--- config.mk ---
export PLATFORM = sky130hd
export DESIGN_NAME = shannon_fano_elias_code_gen
export DESIGN_NICKNAME = d
export VERILOG_FILES = /design/src/rtl/sfe_pkg.sv /design/src/rtl/sfe_useq.sv /design/src/rtl/sfe_dpath.sv /design/src/rtl/shannon_fano_elias_code_gen.sv
export SDC_FILE = /design/constraint.sdc
export NUM_CORES = 1
export LEC_CHECK = 0
export BUFFER_PORTS_ARGS = -buffer_cell sky130_fd_sc_hd__buf_2
export CAP_MARGIN = 0
export CORE_ASPECT_RATIO = 1.25
export CORE_MARGIN = 4
export CORE_UTILIZATION = 54
export DETAILED_ROUTE_END_ITERATION = 10
export PLACE_DENSITY = 0.87
export SETUP_SLACK_MARGIN = 0.02
export SKIP_LAST_GASP = 1
export SLEW_MARGIN = 20
export SYNTH_ARGS = -nofsm -noshare
export SYNTH_HDL_FRONTEND = slang
export SYNTH_SLANG_ARGS = --single-unit
--- constraint.sdc ---
create_clock -name aclk -period 3.2 [get_ports aclk]
set_input_delay 0.16 -clock aclk [delete_from_list [all_inputs] [get_ports aclk]]
set_output_delay 0.16 -clock aclk [all_outputs]
set_load 0.01 [all_outputs]
--- src/rtl/sfe_pkg.sv ---
package sfe_pkg;

    // step numbers of the control program
    typedef logic [2:0] step_t;

    localparam step_t STEP_WAIT  = 3'd0;
    localparam step_t STEP_CHECK = 3'd1;
    localparam step_t STEP_SRCH  = 3'd2;
    localparam step_t STEP_DIV   = 3'd3;
    localparam step_t STEP_EMIT  = 3'd4;

    // jump conditions of a control word
    typedef enum logic [2:0] {
        COND_NONE,
        COND_NO_REQ,
        COND_ERR,
        COND_SRCH_MORE,
        COND_DIV_MORE,
        COND_OUT_BUSY
    } cond_t;

    // one control word: datapath enables, condition, taken and fall-through targets
    typedef struct packed {
        logic  accept;
        logic  init;
        logic  srch;
        logic  div;
        logic  emit;
        cond_t cond;
        step_t jmp;
        step_t nxt;
    } ucode_t;

    // datapath flags that the sequencer tests
    typedef struct packed {
        logic req;
        logic err;
        logic srch_more;
        logic div_more;
        logic out_busy;
    } seq_status_t;

    localparam int SYM_W  = 8;
    localparam int CNT_W  = 16;
    localparam int CODE_W = 17;
    localparam int LEN_W  = 5;

    // control program
    function automatic ucode_t ucode_rom(input step_t step);
        ucode_t w;
        w = '0;
        w.cond = COND_NONE;
        w.jmp  = STEP_WAIT;
        w.nxt  = STEP_WAIT;
        unique case (step)
            STEP_WAIT: begin
                w.accept = 1'b1;
                w.cond   = COND_NO_REQ;
                w.jmp    = STEP_WAIT;
                w.nxt    = STEP_CHECK;
            end
            STEP_CHECK: begin
                w.init = 1'b1;
                w.cond = COND_ERR;
                w.jmp  = STEP_EMIT;
                w.nxt  = STEP_SRCH;
            end
            STEP_SRCH: begin
                w.srch = 1'b1;
                w.cond = COND_SRCH_MORE;
                w.jmp  = STEP_SRCH;
                w.nxt  = STEP_DIV;
            end
            STEP_DIV: begin
                w.div  = 1'b1;
                w.cond = COND_DIV_MORE;
                w.jmp  = STEP_DIV;
                w.nxt  = STEP_EMIT;
            end
            STEP_EMIT: begin
                w.emit = 1'b1;
                w.cond = COND_OUT_BUSY;
                w.jmp  = STEP_EMIT;
                w.nxt  = STEP_WAIT;
            end
            default: begin
                w.nxt = STEP_WAIT;
            end
        endcase
        return w;
    endfunction

endpackage

--- src/rtl/sfe_useq.sv ---
module sfe_useq (
    input  logic                 aclk,
    input  logic                 aresetn,
    input  sfe_pkg::seq_status_t status,
    output sfe_pkg::ucode_t      ctrl
);

    sfe_pkg::step_t step_reg;
    sfe_pkg::step_t step_next;
    logic           hit;

    // control word fetch
    assign ctrl = sfe_pkg::ucode_rom(step_reg);

    // condition select
    always_comb begin
        unique case (ctrl.cond)
            sfe_pkg::COND_NONE:      hit = 1'b0;
            sfe_pkg::COND_NO_REQ:    hit = ~status.req;
            sfe_pkg::COND_ERR:       hit = status.err;
            sfe_pkg::COND_SRCH_MORE: hit = status.srch_more;
            sfe_pkg::COND_DIV_MORE:  hit = status.div_more;
            sfe_pkg::COND_OUT_BUSY:  hit = status.out_busy;
            default:                 hit = 1'b0;
        endcase
    end

    assign step_next = hit ? ctrl.jmp : ctrl.nxt;

    // step counter
    always_ff @(posedge aclk) begin
        if (!aresetn) begin
            step_reg <= sfe_pkg::STEP_WAIT;
        end else begin
            step_reg <= step_next;
        end
    end

endmodule

--- src/rtl/sfe_dpath.sv ---
module sfe_dpath #(
    parameter int COUNT_BITS = 16
) (
    input  logic                        aclk,
    input  logic                        aresetn,
    input  sfe_pkg::ucode_t             ctrl,
    output sfe_pkg::seq_status_t        status,
    input  logic                        cfg_valid,
    output logic                        cfg_ready,
    input  logic [sfe_pkg::CNT_W-1:0]   cfg_data,
    input  logic                        s_valid,
    input  logic [sfe_pkg::SYM_W-1:0]   s_symbol_value,
    input  logic [sfe_pkg::CNT_W-1:0]   s_symbol_count,
    input  logic                        s_restart,
    output logic                        m_valid,
    input  logic                        m_ready,
    output logic [sfe_pkg::SYM_W-1:0]   m_out_symbol,
    output logic [sfe_pkg::CODE_W-1:0]  m_code_bits,
    output logic [sfe_pkg::LEN_W-1:0]   m_code_length,
    output logic                        m_error_flag
);

    localparam int KW = $clog2(COUNT_BITS + 2);
    localparam logic [KW-1:0] KMAX = KW'(COUNT_BITS);
    localparam logic [KW-1:0] KONE = KW'(1);

    logic [sfe_pkg::CNT_W-1:0]  total_reg;
    logic [COUNT_BITS-1:0]      tot;
    logic [COUNT_BITS-1:0]      cnt_reg;
    logic [COUNT_BITS-1:0]      cum_reg;
    logic [COUNT_BITS:0]        cshift_reg;
    logic [COUNT_BITS:0]        rem_reg;
    logic [KW-1:0]              k_reg;
    logic [KW-1:0]              itr_reg;
    logic [KW-1:0]              len_reg;
    logic [sfe_pkg::CODE_W-1:0] code_reg;
    logic [sfe_pkg::SYM_W-1:0]  sym_reg;
    logic                       err_reg;
    logic                       m_valid_reg;
    logic [sfe_pkg::SYM_W-1:0]  m_sym_reg;
    logic [sfe_pkg::CODE_W-1:0] m_code_reg;
    logic [sfe_pkg::LEN_W-1:0]  m_len_reg;
    logic                       m_err_reg;

    logic [COUNT_BITS:0]        sum;
    logic                       err_now;
    logic [COUNT_BITS+1:0]      den;
    logic [COUNT_BITS+1:0]      shl;
    logic [COUNT_BITS+1:0]      diff;
    logic                       ge;
    logic                       req;
    logic                       fire;

    // counts and total taken at the internal width
    assign tot = COUNT_BITS'(total_reg);

    // overrun and zero count check
    assign sum     = {1'b0, cum_reg} + {1'b0, cnt_reg};
    assign err_now = (cnt_reg == '0) || (sum > {1'b0, tot});

    // one restoring division step
    assign den  = {1'b0, tot, 1'b0};
    assign shl  = {rem_reg, 1'b0};
    assign ge   = (shl >= den);
    assign diff = shl - den;

    assign req  = s_valid & ctrl.accept;
    assign fire = ctrl.emit & ~status.out_busy;

    // flags for the sequencer
    assign status.req       = req;
    assign status.err       = err_now;
    assign status.srch_more = (k_reg < KMAX) && (cshift_reg < {1'b0, tot});
    assign status.div_more  = (itr_reg != KONE);
    assign status.out_busy  = m_valid_reg & ~m_ready;

    // control registers: total, running count, result valid
    always_ff @(posedge aclk) begin
        if (!aresetn) begin
            total_reg   <= sfe_pkg::CNT_W'(1);
            cum_reg     <= '0;
            m_valid_reg <= 1'b0;
        end else begin
            if (cfg_valid) begin
                total_reg <= cfg_data;
            end
            if (req && s_restart) begin
                cum_reg <= '0;
            end else if (fire && !err_reg) begin
                cum_reg <= sum[COUNT_BITS-1:0];
            end
            if (fire) begin
                m_valid_reg <= 1'b1;
            end else if (m_ready) begin
                m_valid_reg <= 1'b0;
            end
        end
    end

    // working registers of the current request
    always_ff @(posedge aclk) begin
        if (req) begin
            sym_reg <= s_symbol_value;
            cnt_reg <= COUNT_BITS'(s_symbol_count);
        end
        if (ctrl.init) begin
            err_reg    <= err_now;
            cshift_reg <= {1'b0, cnt_reg};
            k_reg      <= '0;
            rem_reg    <= {cum_reg, 1'b0} + {1'b0, cnt_reg};
            code_reg   <= '0;
        end
        // length search: count shifted up until it reaches the total or the shift count reaches COUNT_BITS
        if (ctrl.srch) begin
            len_reg <= k_reg + KONE;
            itr_reg <= k_reg + KONE;
            if (status.srch_more) begin
                cshift_reg <= {cshift_reg[COUNT_BITS-1:0], 1'b0};
                k_reg      <= k_reg + KONE;
            end
        end
        // long division of the midpoint, one code bit per step
        if (ctrl.div) begin
            rem_reg  <= ge ? diff[COUNT_BITS:0] : shl[COUNT_BITS:0];
            code_reg <= {code_reg[sfe_pkg::CODE_W-2:0], ge};
            itr_reg  <= itr_reg - KONE;
        end
        // result register
        if (fire) begin
            m_sym_reg  <= sym_reg;
            m_err_reg  <= err_reg;
            m_code_reg <= err_reg ? '0 : code_reg;
            m_len_reg  <= err_reg ? '0 : sfe_pkg::LEN_W'(len_reg);
        end
    end

    assign cfg_ready     = 1'b1;
    assign m_valid       = m_valid_reg;
    assign m_out_symbol  = m_sym_reg;
    assign m_code_bits   = m_code_reg;
    assign m_code_length = m_len_reg;
    assign m_error_flag  = m_err_reg;

endmodule

--- src/rtl/shannon_fano_elias_code_gen.sv ---
// Shannon-Fano-Elias code generator, one request at a time through a microcoded sequencer.
// A taken request passes the check, length search and division steps (L = code length, 1..17)
// before its result is registered; an error result goes from the check straight to output.
// The next request is taken only once the result has left the output step; a waiting result
// only holds the sequencer when it reaches its output step.
// Reset (aresetn, synchronous, active low): total 1, running count 0, no result pending.
module shannon_fano_elias_code_gen #(
    parameter int COUNT_BITS = 16
) (
    input  logic                        aclk,
    input  logic                        aresetn,
    input  logic                        cfg_valid,
    output logic                        cfg_ready,
    input  logic [sfe_pkg::CNT_W-1:0]   cfg_data,
    input  logic                        s_valid,
    output logic                        s_ready,
    input  logic [sfe_pkg::SYM_W-1:0]   s_symbol_value,
    input  logic [sfe_pkg::CNT_W-1:0]   s_symbol_count,
    input  logic                        s_restart,
    output logic                        m_valid,
    input  logic                        m_ready,
    output logic [sfe_pkg::SYM_W-1:0]   m_out_symbol,
    output logic [sfe_pkg::CODE_W-1:0]  m_code_bits,
    output logic [sfe_pkg::LEN_W-1:0]   m_code_length,
    output logic                        m_error_flag
);

    sfe_pkg::ucode_t      ctrl;
    sfe_pkg::seq_status_t status;

    // program sequencer
    sfe_useq u_useq (
        .aclk    (aclk),
        .aresetn (aresetn),
        .status  (status),
        .ctrl    (ctrl)
    );

    // datapath
    sfe_dpath #(
        .COUNT_BITS (COUNT_BITS)
    ) u_dpath (
        .aclk           (aclk),
        .aresetn        (aresetn),
        .ctrl           (ctrl),
        .status         (status),
        .cfg_valid      (cfg_valid),
        .cfg_ready      (cfg_ready),
        .cfg_data       (cfg_data),
        .s_valid        (s_valid),
        .s_symbol_value (s_symbol_value),
        .s_symbol_count (s_symbol_count),
        .s_restart      (s_restart),
        .m_valid        (m_valid),
        .m_ready        (m_ready),
        .m_out_symbol   (m_out_symbol),
        .m_code_bits    (m_code_bits),
        .m_code_length  (m_code_length),
        .m_error_flag   (m_error_flag)
    );

    assign s_ready = ctrl.accept;

endmodule

==> results of run 1 <==
-- power by group through the flow --
stage                     logic (mW)  registers (mW)  clock network (mW)
after detailed placement        1.44            2.67                   0
after CTS                       1.51            2.63                2.07
after floorplan                 1.01            2.63                   0
after global routing            1.71            2.66                2.19
after global placement          1.37            2.65                   0
final                           1.54            2.64                2.06
-- cell usage after synthesis, types with 3 or more instances --
library cell and instances:
sky130_fd_sc_hd__fa_1 3, sky130_fd_sc_hd__o21bai_1 5, sky130_fd_sc_hd__clkbuf_1 21, sky130_fd_sc_hd__a21o_1 17
sky130_fd_sc_hd__or2_2 4, sky130_fd_sc_hd__ha_1 81, sky130_fd_sc_hd__dfxtp_1 58, sky130_fd_sc_hd__xnor2_1 19
sky130_fd_sc_hd__inv_1 44, sky130_fd_sc_hd__edfxtp_1 100, sky130_fd_sc_hd__nand2_1 99, sky130_fd_sc_hd__o21ai_1 11
sky130_fd_sc_hd__buf_2 3, sky130_fd_sc_hd__a21oi_1 59, sky130_fd_sc_hd__and2_1 4, sky130_fd_sc_hd__a21boi_0 3
sky130_fd_sc_hd__o21ai_0 34, sky130_fd_sc_hd__a2111oi_0 3, sky130_fd_sc_hd__and3_1 20, sky130_fd_sc_hd__nand2b_1 6
sky130_fd_sc_hd__o21a_1 9, sky130_fd_sc_hd__nor3_1 12, sky130_fd_sc_hd__o2111ai_1 3, sky130_fd_sc_hd__nand3_1 17
sky130_fd_sc_hd__mux2i_1 24, sky130_fd_sc_hd__xor2_1 19, sky130_fd_sc_hd__a31oi_1 21, sky130_fd_sc_hd__o211ai_1 8
sky130_fd_sc_hd__o31a_1 3, sky130_fd_sc_hd__nor2_1 66, sky130_fd_sc_hd__or3_1 4, sky130_fd_sc_hd__nor4_1 5
sky130_fd_sc_hd__nand4_1 6, sky130_fd_sc_hd__nor2b_1 31
-- layout by cell type, fill, tap and decap left out, drive strengths merged, types with 4 or more instances in the layout --
cell type,Yosys,layout
and2,4,4
o211ai,9,9
clkinv,2,9
o21bai,5,5
or3,4,4
nor4,5,5
nor2,66,66
o21a,9,9
o31ai,4,4
xnor2,19,19
dlygate4sd3,0,40
clkbuf,21,17
nand3,17,17
a21oi,60,60
nand2,99,99
mux2i,24,24
or2,4,4
o21ai,45,45
inv,44,51
nand2b,6,6
nor2b,31,31
edfxtp,100,100
buf,7,133
ha,81,81
nand4,7,7
dfxtp,58,58
and3,20,20
nor3,13,13
a31oi,21,21
xor2,19,19
a21o,17,17
-- worst max-delay path, stage by stage, from the launching register on --
cell	delay (ns)
sky130_fd_sc_hd__edfxtp_1	0.39
sky130_fd_sc_hd__ha_2	0.20
sky130_fd_sc_hd__fa_2	0.36
sky130_fd_sc_hd__a211oi_2	0.25
sky130_fd_sc_hd__buf_4	0.16
sky130_fd_sc_hd__o21bai_1	0.08
sky130_fd_sc_hd__a21oi_2	0.15
sky130_fd_sc_hd__xnor2_1	0.19
sky130_fd_sc_hd__ha_1	0.31
sky130_fd_sc_hd__a21o_1	0.16
sky130_fd_sc_hd__a21o_1	0.17
sky130_fd_sc_hd__a21oi_1	0.13
sky130_fd_sc_hd__o21ai_1	0.11
sky130_fd_sc_hd__a2111oi_0	0.34
sky130_fd_sc_hd__or3_1	0.18
sky130_fd_sc_hd__o211ai_1	0.17
sky130_fd_sc_hd__a22o_1	0.23
-- routing by layer --
metal / share of wire / wire length [um] / vias to the layer above / GRT usage
met5: 0 / 0 / - / 0
met4: 0.060 / 1340 / 0 / 0.155
met3: 0.063 / 1390 / 91 / 0.0451
met2: 0.51 / 11200 / 321 / 0.445
met1: 0.37 / 8240 / 3384 / 0.285
li1: - / - / 3460 / -
-- worst max-delay path by stage --
stage / start / end / slack [ns] / depth (start not counted)
global placement: u_dpath.cnt_reg[0]$_DFFE_PP_ / u_useq.step_reg[2]$_SDFF_PN0_ / -0.28 / 15
finish: u_dpath.cnt_reg[0]$_DFFE_PP_ / u_useq.step_reg[2]$_SDFF_PN0_ / -0.46 / 16
floorplan: u_dpath.cnt_reg[0]$_DFFE_PP_ / u_useq.step_reg[2]$_SDFF_PN0_ / -0.09 / 15
global route: u_dpath.cnt_reg[0]$_DFFE_PP_ / u_useq.step_reg[2]$_SDFF_PN0_ / -0.56 / 15
detailed placement: u_dpath.cnt_reg[0]$_DFFE_PP_ / u_useq.step_reg[2]$_SDFF_PN0_ / -0.40 / 15
CTS: u_dpath.cnt_reg[0]$_DFFE_PP_ / u_useq.step_reg[2]$_SDFF_PN0_ / -0.36 / 15
-- cell type report --
type	instances	area, um^2	area share
clock inverter	15	190	0.0176
inverter	46	173	0.0160
sequential	158	4160	0.386
multi-input combinational	629	4370	0.405
tap	212	265	0.0246
clock buffer	17	425	0.0394
timing repair buffer	173	1200	0.111
-- what timing repair did --
action,4_1_cts,5_1_grt
pin swaps,12,9
gates resized for setup,4,7
buffers inserted,2,2
hold buffers,40,0
hold endpoints to repair,39,0
endpoints found under the setup margin,3,4
-- kinds of logic after synthesis --
| logic type | synth area share |
|---|---|
| and+or+nand+nor | 0.152 |
| AOI/OAI and AO/OA | 0.149 |
| DFF | 0.475 |
| adders and majority gates | 0.123 |
| buffers and inverters | 0.0339 |
| xor gates and xnor gates | 0.0380 |
| muxes | 0.0287 |
| other | 0.000428 |
==> results.cfg, run 1 <==
[outcome]
violations = setup timing
status = finished, violations left

[global_route]
gr-usage-all-layers = 0.254
globalRoute.totalOverflow = 0
antenna_found_initial = 0
vias_in_the_first_global_route = 7249
grt_start_max_net_pins = 35
grt_pass1_wl_um = 35800

[layout]
final_layout_size_suffix_gt1_frac = 0.188
fillers = 1088
finalNetCount = 1155
final_cell_count_no_fill = 1250
area_delta_synth_final_pct = 23.3
finalInstanceArea_um2 = 10800
insertedDiodeCount = 0
final_util = 0.685

[synth]
synth_seq_cells = 158
asyncSetResetFlopFracSynth = 0
synth_cell_types = 66
post_synth_main_area_contributors = sky130_fd_sc_hd__edfxtp_1 (34%), sky130_fd_sc_hd__dfxtp_1 (13%), sky130_fd_sc_hd__ha_1 (12%), sky130_fd_sc_hd__nand2_1 (4.2%), sky130_fd_sc_hd__a21oi_1 (3.4%)
synthesized_nets = 991
synth.cell_area_um2 = 8760
yosys_warnings = 0
synthDominantCellAreaShare = 0.343
sequential_fraction_of_the_synthesis_area = 0.475
yosys_most_used_dff = sky130_fd_sc_hd__edfxtp_1
yosysTopAreaCell = sky130_fd_sc_hd__edfxtp_1
synthCells = 861
synth_edf_count = 100
synth.avg_cell_area_um2 = 10.2

[timing]
grt_setup_unrepaired = yes
timing_hold_violations_final = 0
max_clock_freq_ghz = 0.273
clock-skew-final_ns = 0.0103
minimum_period_implied_by_the_final_worst_setup_slack_ns = 3.66
report.final.slew_viol_count = 0
fin_crit_sh = 1.14
tightestPinTransition_ns = 0.783
setup_violations = 3
max_slew_margin = 0.473
worst_slack_ns = -0.461
fin_hold_ws_ns = 0.0256
fin_tns_setup_ns = -1.28

[cts]
clock_insertion_delay_worst_skew_ns = 0.44
tritoncts_num_sinks = 158
ctsHtreeMaxLevel = 4
clock_tree.buffer_depth = 2
cts_made_buffers = 17
clk_pin_slew_ns = 0.07
cts.root.buffer_cell = sky130_fd_sc_hd__clkbuf_16
tritoncts = yes

[die]
dieHeight_um = 150
placementRows = 51
floorplan.io_pins = 80
floorplan.core_area_um2 = 15800
fp.dieW_um = 122
initial_util = 0.556
die_area_um2 = 18300

[worst_setup_path]
worstSetupEndpointType = flip-flop
crit_path_max_fanout = 3
timing_worst_setup_path_type = flip-flop to flip-flop
ff2ff_setup_slack_ns = -0.46
regToRegEndpoint = u_useq.step_reg[2]$_SDFF_PN0_
r2r_worst_path_depth = 16
cp.arrival_ns = 4.00
worstReg2RegStart = u_dpath.cnt_reg[0]$_DFFE_PP_
critPathRequiredTime_ns = 3.54
setup.worst_path.start_class = flip-flop

[worst_hold_path]
hold_path.class = input port to flip-flop
whs_path_depth = 3
hold_end = u_dpath.tot[7]$_SDFFE_PN0P_
timing.hold.worst.start = cfg_data[7]

[power]
power.share.sequential = 0.423
swShare = 0.329
static-leakage-power_nw = 4.63
p_switching_mw = 2.05
report.power.total_mw = 6.23
cellPowerDensity_nw_per_um2 = 577
irDropWorstVdd_mv = 0.316
power.combinational.fraction = 0.247
p_int_mw = 4.18
clock_power_share = 0.330

[routing]
vias = 7256
initialDrtViolationCount = 538
route.detailed.vias_per_inst = 5.80
wl_per_cell_um = 17.8
drc = 0
drt-pass1-iter-count = 5
number_of_nets_with_antenna_violations_after_detailed_routing = 0
drt_wl_total_um = 22200

[placement]
post-place-ws_ns = -0.401
dp_cells = 1174
place.port_buffers = 78
postPlaceCellArea_um2 = 9710
hpwlAfterDp_um = 15000
gp_routability_congestion = 0.930

[run]
drv.max_cap_violation_count = 0
Note: power is estimated with default switching activity, not from simulation.
==> run 2, diff against run 1 <==
--- a/config.mk
+++ b/config.mk
@@ -9,12 +9,13 @@
 export CAP_MARGIN = 0
 export CORE_ASPECT_RATIO = 1.25
 export CORE_MARGIN = 4
-export CORE_UTILIZATION = 54
+export CORE_UTILIZATION = 55
 export DETAILED_ROUTE_END_ITERATION = 10
-export PLACE_DENSITY = 0.87
+export PLACE_DENSITY = 0.88
 export SETUP_SLACK_MARGIN = 0.02
 export SKIP_LAST_GASP = 1
 export SLEW_MARGIN = 20
 export SYNTH_ARGS = -nofsm -noshare
 export SYNTH_HDL_FRONTEND = slang
+export SYNTH_HIERARCHICAL = 1
 export SYNTH_SLANG_ARGS = --single-unit
==> results.cfg, run 2 <==
[timing]
tightestPinTransition_ns = 0.848
setup_violations = 4
max_slew_margin = 0.434
grt_setup_unrepaired = yes
report.final.slew_viol_count = 0
timing_hold_violations_final = 0
worst_slack_ns = -0.576
clock-skew-final_ns = 0.00697
minimum_period_implied_by_the_final_worst_setup_slack_ns = 3.78
max_clock_freq_ghz = 0.265
fin_crit_sh = 1.18

[placement]
postPlaceCellArea_um2 = 10500
gp_routability_congestion = 0.915
post-place-ws_ns = -0.674
dp_cells = 1239
place.port_buffers = 78
hpwlAfterDp_um = 16100

[worst_setup_path]
crit_path_cell_trace = ha_4 -> fa_2 -> a21o_1 -> a21oi_4 -> o21bai_1 -> a21oi_1 -> xnor2_1 -> ha_1 -> a21o_1 -> a21o_1 -> a21oi_2 -> o21ai_2 -> a211oi_2 -> o221ai_2 -> nand2b_4 -> a21oi_2 -> o32a_1 -> o22ai_2
slowest_stage = sky130_fd_sc_hd__edfxtp_1
cp.arrival_ns = 4.13
path_delay_family = compound AO/OA/AOI/OAI gates
worstSetupEndpointType = flip-flop
r2r_worst_path_depth = 18
buffers_plus_inverters_on_the_worst_setup_path = 0
timing_worst_setup_path_type = flip-flop to flip-flop
crit_path_max_fanout = 4
critPathRequiredTime_ns = 3.56
ff2ff_setup_slack_ns = -0.58
setup.worst_path.start_class = flip-flop
cpMostUsedCell = sky130_fd_sc_hd__a21o_1
worstReg2RegStart = u_dpath/cnt_reg[0]$_DFFE_PP_
regToRegEndpoint = u_useq/step_reg[0]$_SDFF_PN0_
cp_slowest_stage_delay_ns = 0.43

[cts]
clock_insertion_delay_worst_skew_ns = 0.43
tritoncts = yes
clock_tree.buffer_depth = 2
cts.root.buffer_cell = sky130_fd_sc_hd__clkbuf_16
cts_made_buffers = 17
ctsHtreeMaxLevel = 4
tritoncts_num_sinks = 158
clk_pin_slew_ns = 0.07

[die]
initial_util = 0.560
floorplan.io_pins = 80
dieHeight_um = 154
placementRows = 53
fp.dieW_um = 125
die_area_um2 = 19300
floorplan.core_area_um2 = 16800

[routing]
wl_per_cell_um = 17.3
vias = 7543
route.detailed.vias_per_inst = 5.74
number_of_nets_with_antenna_violations_after_detailed_routing = 0
drt-pass1-iter-count = 5
drt_wl_total_um = 22700
drc = 0
initialDrtViolationCount = 602

[global_route]
antenna_found_initial = 0
globalRoute.totalOverflow = 0
vias_in_the_first_global_route = 7607
gr-usage-all-layers = 0.236
grt_start_max_net_pins = 73
grt_pass1_wl_um = 36600

[layout]
final_cell_count_no_fill = 1314
final_util = 0.693
mostFrequentLayoutCells = sky130_fd_sc_hd__edfxtp_1 (100), sky130_fd_sc_hd__buf_4 (83), sky130_fd_sc_hd__ha_1 (81)
insertedDiodeCount = 0
finalNetCount = 1212
final_common_cell = sky130_fd_sc_hd__edfxtp_1
finalInstanceArea_um2 = 11600
area_delta_synth_final_pct = 23.6
final_layout_size_suffix_gt1_frac = 0.221

[synth]
synthesized_nets = 1026
yosys_warnings = 6
synthCells = 895
synth.cell_area_um2 = 9400
synth.avg_cell_area_um2 = 10.5

[worst_hold_path]
timing.hold.worst.start = cfg_data[13]
hold_end = u_dpath/tot[13]$_SDFFE_PN0P_
hold_path.class = input port to flip-flop
whs_path_depth = 3

[power]
static-leakage-power_nw = 4.73
cellPowerDensity_nw_per_um2 = 717
report.power.total_mw = 8.33
irDropWorstVdd_mv = 0.371

[run]
drv.max_cap_violation_count = 0

[outcome]
status = finished, violations left
violations = setup timing
[run 2: worst max-delay path by stage]
stage,startpoint,to,slack [ns],cells past startpoint
floorplan,u_dpath/cnt_reg[0]$_DFFE_PP_,u_useq/step_reg[2]$_SDFF_PN0_,-0.39,20
global placement,u_dpath/cnt_reg[0]$_DFFE_PP_,u_useq/step_reg[2]$_SDFF_PN0_,-0.57,18
detailed placement,u_dpath/cnt_reg[0]$_DFFE_PP_,u_useq/step_reg[2]$_SDFF_PN0_,-0.67,18
CTS,u_dpath/cnt_reg[0]$_DFFE_PP_,u_useq/step_reg[2]$_SDFF_PN0_,-0.59,18
global route,u_dpath/cnt_reg[0]$_DFFE_PP_,u_useq/step_reg[0]$_SDFF_PN0_,-0.73,17
finish,u_dpath/cnt_reg[0]$_DFFE_PP_,u_useq/step_reg[0]$_SDFF_PN0_,-0.58,18
[run 2: power by group]
part	internal, mW	switching [mW]	total (mW)
registers	2.75	0.315	3.07
logic	1.49	1.80	3.29
clock network	1.03	0.945	1.98
total	5.28	3.06	8.33
[run 2: layout make-up]
cell class,count,area [um^2]
Clock buffer,17,425
Clock inverter,15,149
Fill cell,1167,5160
Inverter,40,150
Multi-Input combinational cell,664,5040
Sequential cell,158,4160
Tap cell,220,275
Timing Repair Buffer,200,1410
[run 2: routing by layer]
layer	track usage	routed length, um	vias to the layer above
li1	-	-	3657
met1	0.259	8690	3508
met2	0.428	11400	282
met3	0.0403	1250	96
met4	0.139	1350	0
met5	0	0	-
[run 2: worst register-to-register path, stage by stage, from the launching register on]
cell	delay, ns
sky130_fd_sc_hd__edfxtp_1	0.43
sky130_fd_sc_hd__ha_4	0.19
sky130_fd_sc_hd__fa_2	0.33
sky130_fd_sc_hd__a21o_1	0.21
sky130_fd_sc_hd__a21oi_4	0.19
sky130_fd_sc_hd__o21bai_1	0.08
sky130_fd_sc_hd__a21oi_1	0.17
sky130_fd_sc_hd__xnor2_1	0.17
sky130_fd_sc_hd__ha_1	0.28
sky130_fd_sc_hd__a21o_1	0.17
sky130_fd_sc_hd__a21o_1	0.17
sky130_fd_sc_hd__a21oi_2	0.15
sky130_fd_sc_hd__o21ai_2	0.08
sky130_fd_sc_hd__a211oi_2	0.25
sky130_fd_sc_hd__o221ai_2	0.18
sky130_fd_sc_hd__nand2b_4	0.13
sky130_fd_sc_hd__a21oi_2	0.05
sky130_fd_sc_hd__o32a_1	0.35
sky130_fd_sc_hd__o22ai_2	0.12
[run 2: timing repair]
action                     4_1_cts  5_1_grt
hold buffers                    38        0
pin swaps                       16       19
buffers inserted                 3        2
setup endpoints to repair        4        4
resized for setup                5       12
hold endpoints to repair        38        0
[run 2: per-stage QoR]
stage / TNS, ns / hold WS (ns)
4_1_cts: -1.97 / 0.00424
3_3_place_gp: -1.78 / 0.337
2_1_floorplan: -1.10 / 0.259
3_5_place_dp: -2.18 / 0.338
6_report: -1.86 / 0.00919
5_1_grt: -2.53 / 0.0199
==> run 3, diff against run 2 <==
--- a/config.mk
+++ b/config.mk
@@ -5,6 +5,7 @@
 export SDC_FILE = /design/constraint.sdc
 export NUM_CORES = 1
 export LEC_CHECK = 0
+export ABC_CLOCK_PERIOD_IN_PS = 3200
 export BUFFER_PORTS_ARGS = -buffer_cell sky130_fd_sc_hd__buf_2
 export CAP_MARGIN = 0
 export CORE_ASPECT_RATIO = 1.25
@@ -12,7 +13,7 @@
 export CORE_UTILIZATION = 55
 export DETAILED_ROUTE_END_ITERATION = 10
 export PLACE_DENSITY = 0.88
-export SETUP_SLACK_MARGIN = 0.02
+export SETUP_SLACK_MARGIN = 0.4
 export SKIP_LAST_GASP = 1
 export SLEW_MARGIN = 20
 export SYNTH_ARGS = -nofsm -noshare
==> results.cfg, run 3 (synthesis results as in run 2) <==
[cts]
tritoncts = yes
cts.root.buffer_cell = sky130_fd_sc_hd__clkbuf_16
clock_insertion_delay_worst_skew_ns = 0.44
tritoncts_num_sinks = 158
cts_made_buffers = 17
clock_tree.buffer_depth = 2
clk_pin_slew_ns = 0.07
ctsHtreeMaxLevel = 4

[placement]
post-place-ws_ns = -0.674
gp_routability_congestion = 0.915
place.port_buffers = 78
dp_cells = 1239
hpwlAfterDp_um = 16100

[timing]
max_clock_freq_ghz = 0.267
report.final.slew_viol_count = 0
timing_hold_violations_final = 0
grt_setup_unrepaired = yes
tightestPinTransition_ns = 0.859
max_slew_margin = 0.427
fin_crit_sh = 1.17
clock-skew-final_ns = 0.0104
setup_violations = 4
minimum_period_implied_by_the_final_worst_setup_slack_ns = 3.75
fin_hold_ws_ns = 0.00714
worst_slack_ns = -0.545

[worst_setup_path]
timing_worst_setup_path_type = flip-flop to flip-flop
buffers_plus_inverters_on_the_worst_setup_path = 0
setup.worst_path.start_class = flip-flop
path_delay_family = compound AO/OA/AOI/OAI gates
cp.arrival_ns = 4.11
crit_path_cell_trace = ha_4 -> fa_2 -> a21o_1 -> a21oi_4 -> o21bai_1 -> a21oi_1 -> xnor2_1 -> ha_1 -> a21o_1 -> a21o_1 -> a21oi_2 -> o21ai_2 -> a211oi_2 -> o221ai_2 -> nand2b_4 -> a21oi_2 -> o32a_1 -> o22ai_2
worstSetupEndpointType = flip-flop
crit_path_max_fanout = 4
slowest_stage = sky130_fd_sc_hd__edfxtp_1
cp_slowest_stage_delay_ns = 0.43
cpMostUsedCell = sky130_fd_sc_hd__a21o_1
critPathRequiredTime_ns = 3.56

[global_route]
antenna_found_initial = 0
vias_in_the_first_global_route = 7629
globalRoute.totalOverflow = 0
gr-usage-all-layers = 0.237
grt_pass1_wl_um = 36700
grt_start_max_net_pins = 73

[run]
drv.max_cap_violation_count = 0

[power]
irDropWorstVdd_mv = 0.371
cellPowerDensity_nw_per_um2 = 715
static-leakage-power_nw = 4.76
report.power.total_mw = 8.38

[routing]
route.detailed.vias_per_inst = 5.80
drt-pass1-iter-count = 5
drc = 0
vias = 7646
number_of_nets_with_antenna_violations_after_detailed_routing = 0
drt_wl_total_um = 23100
wl_per_cell_um = 17.5
initialDrtViolationCount = 591

[outcome]
status = finished, violations left
violations = setup timing

[layout]
insertedDiodeCount = 0
fillers = 1143
area_delta_synth_final_pct = 24.7
layout.area.seq_um2 = 4160
finalNetCount = 1217
multiInputGateArea_um2 = 5110
mostFrequentLayoutCells = sky130_fd_sc_hd__edfxtp_1 (100), sky130_fd_sc_hd__buf_4 (88), sky130_fd_sc_hd__ha_1 (80)
final_util = 0.699
final_layout_size_suffix_gt1_frac = 0.235
final_cell_count_no_fill = 1319
final_common_cell = sky130_fd_sc_hd__edfxtp_1

[worst_hold_path]
hold_path.class = input port to flip-flop

[die]
floorplan.core_area_um2 = 16800
initial_util = 0.560
floorplan.io_pins = 80
placementRows = 53
dieHeight_um = 154
fp.dieW_um = 125
die_area_um2 = 19300
-- run 3: changes by cell type in the layout (fill, tap and decap cells not counted), moves of 2 or more --
cell / previous run / this run
sky130_fd_sc_hd__a311oi_2: 0 / 2
sky130_fd_sc_hd__a311oi_1: 3 / 1
sky130_fd_sc_hd__a21oi_2: 4 / 6
sky130_fd_sc_hd__buf_4: 83 / 88
sky130_fd_sc_hd__a21oi_1: 54 / 52
-- run 3: per-stage QoR --
stage               TNS, ns  instance area, um^2
global placement      -1.78                10500
finish                -1.82                11700
global route          -2.55                11700
CTS                   -1.97                11600
floorplan             -1.10                 9420
detailed placement    -2.18                10500
-- run 3: cell type report --
class | instances | area share
Clock buffer | 17 | 0.0363
Clock inverter | 15 | 0.0127
Inverter | 40 | 0.0128
Multi-Input combinational cell | 664 | 0.436
Sequential cell | 158 | 0.355
Tap cell | 220 | 0.0235
Timing Repair Buffer | 205 | 0.124
-- run 3: timing repair --
item,CTS,global route
setup buffers,7,3
pin swaps,21,22
gates resized for setup,13,19
hold buffers,38,0
endpoints found under the hold margin,38,0
endpoints found under the setup margin,5,34
-- run 3: worst reg2reg max path, stage by stage, from the launching register on --
cell	delay [ns]
sky130_fd_sc_hd__edfxtp_1	0.43
sky130_fd_sc_hd__ha_4	0.19
sky130_fd_sc_hd__fa_2	0.33
sky130_fd_sc_hd__a21o_1	0.20
sky130_fd_sc_hd__a21oi_4	0.19
sky130_fd_sc_hd__o21bai_1	0.08
sky130_fd_sc_hd__a21oi_1	0.16
sky130_fd_sc_hd__xnor2_1	0.17
sky130_fd_sc_hd__ha_1	0.28
sky130_fd_sc_hd__a21o_1	0.17
sky130_fd_sc_hd__a21o_1	0.17
sky130_fd_sc_hd__a21oi_2	0.15
sky130_fd_sc_hd__o21ai_2	0.08
sky130_fd_sc_hd__a211oi_2	0.25
sky130_fd_sc_hd__o221ai_2	0.19
sky130_fd_sc_hd__nand2b_4	0.13
sky130_fd_sc_hd__a21oi_2	0.05
sky130_fd_sc_hd__o32a_1	0.35
sky130_fd_sc_hd__o22ai_2	0.10
-- run 3: where the power goes --
| group | switching, mW | internal [mW] |
|---|---|---|
| clock network | 0.944 | 1.03 |
| logic | 1.82 | 1.51 |
| registers | 0.317 | 2.75 |
| total | 3.08 | 5.30 |
-- run 3: routing by layer --
layer | share of wire | vias to the layer above | GRT usage
met4 | 0.057 | 0 | 0.139
met5 | 0 | - | 0
met2 | 0.51 | 288 | 0.430
met1 | 0.38 | 3596 | 0.259
li1 | - | 3667 | -
met3 | 0.051 | 95 | 0.0407
-- run 3: path summary, 6_finish.rpt --
path / start / to / slack (ns) / depth (start not counted)
max reg2reg: u_dpath/cnt_reg[0]$_DFFE_PP_ / u_useq/step_reg[0]$_SDFF_PN0_ / -0.55 / 18
min: cfg_data[13] / u_dpath/tot[13]$_SDFFE_PN0P_ / 0.007 / 3
min reg2reg: u_dpath/sym_reg[5]$_DFFE_PP_ / u_dpath/m_out_symbol[5]$_DFFE_PP_ / 0.42 / 0
max: u_dpath/cnt_reg[0]$_DFFE_PP_ / u_useq/step_reg[0]$_SDFF_PN0_ / -0.55 / 18
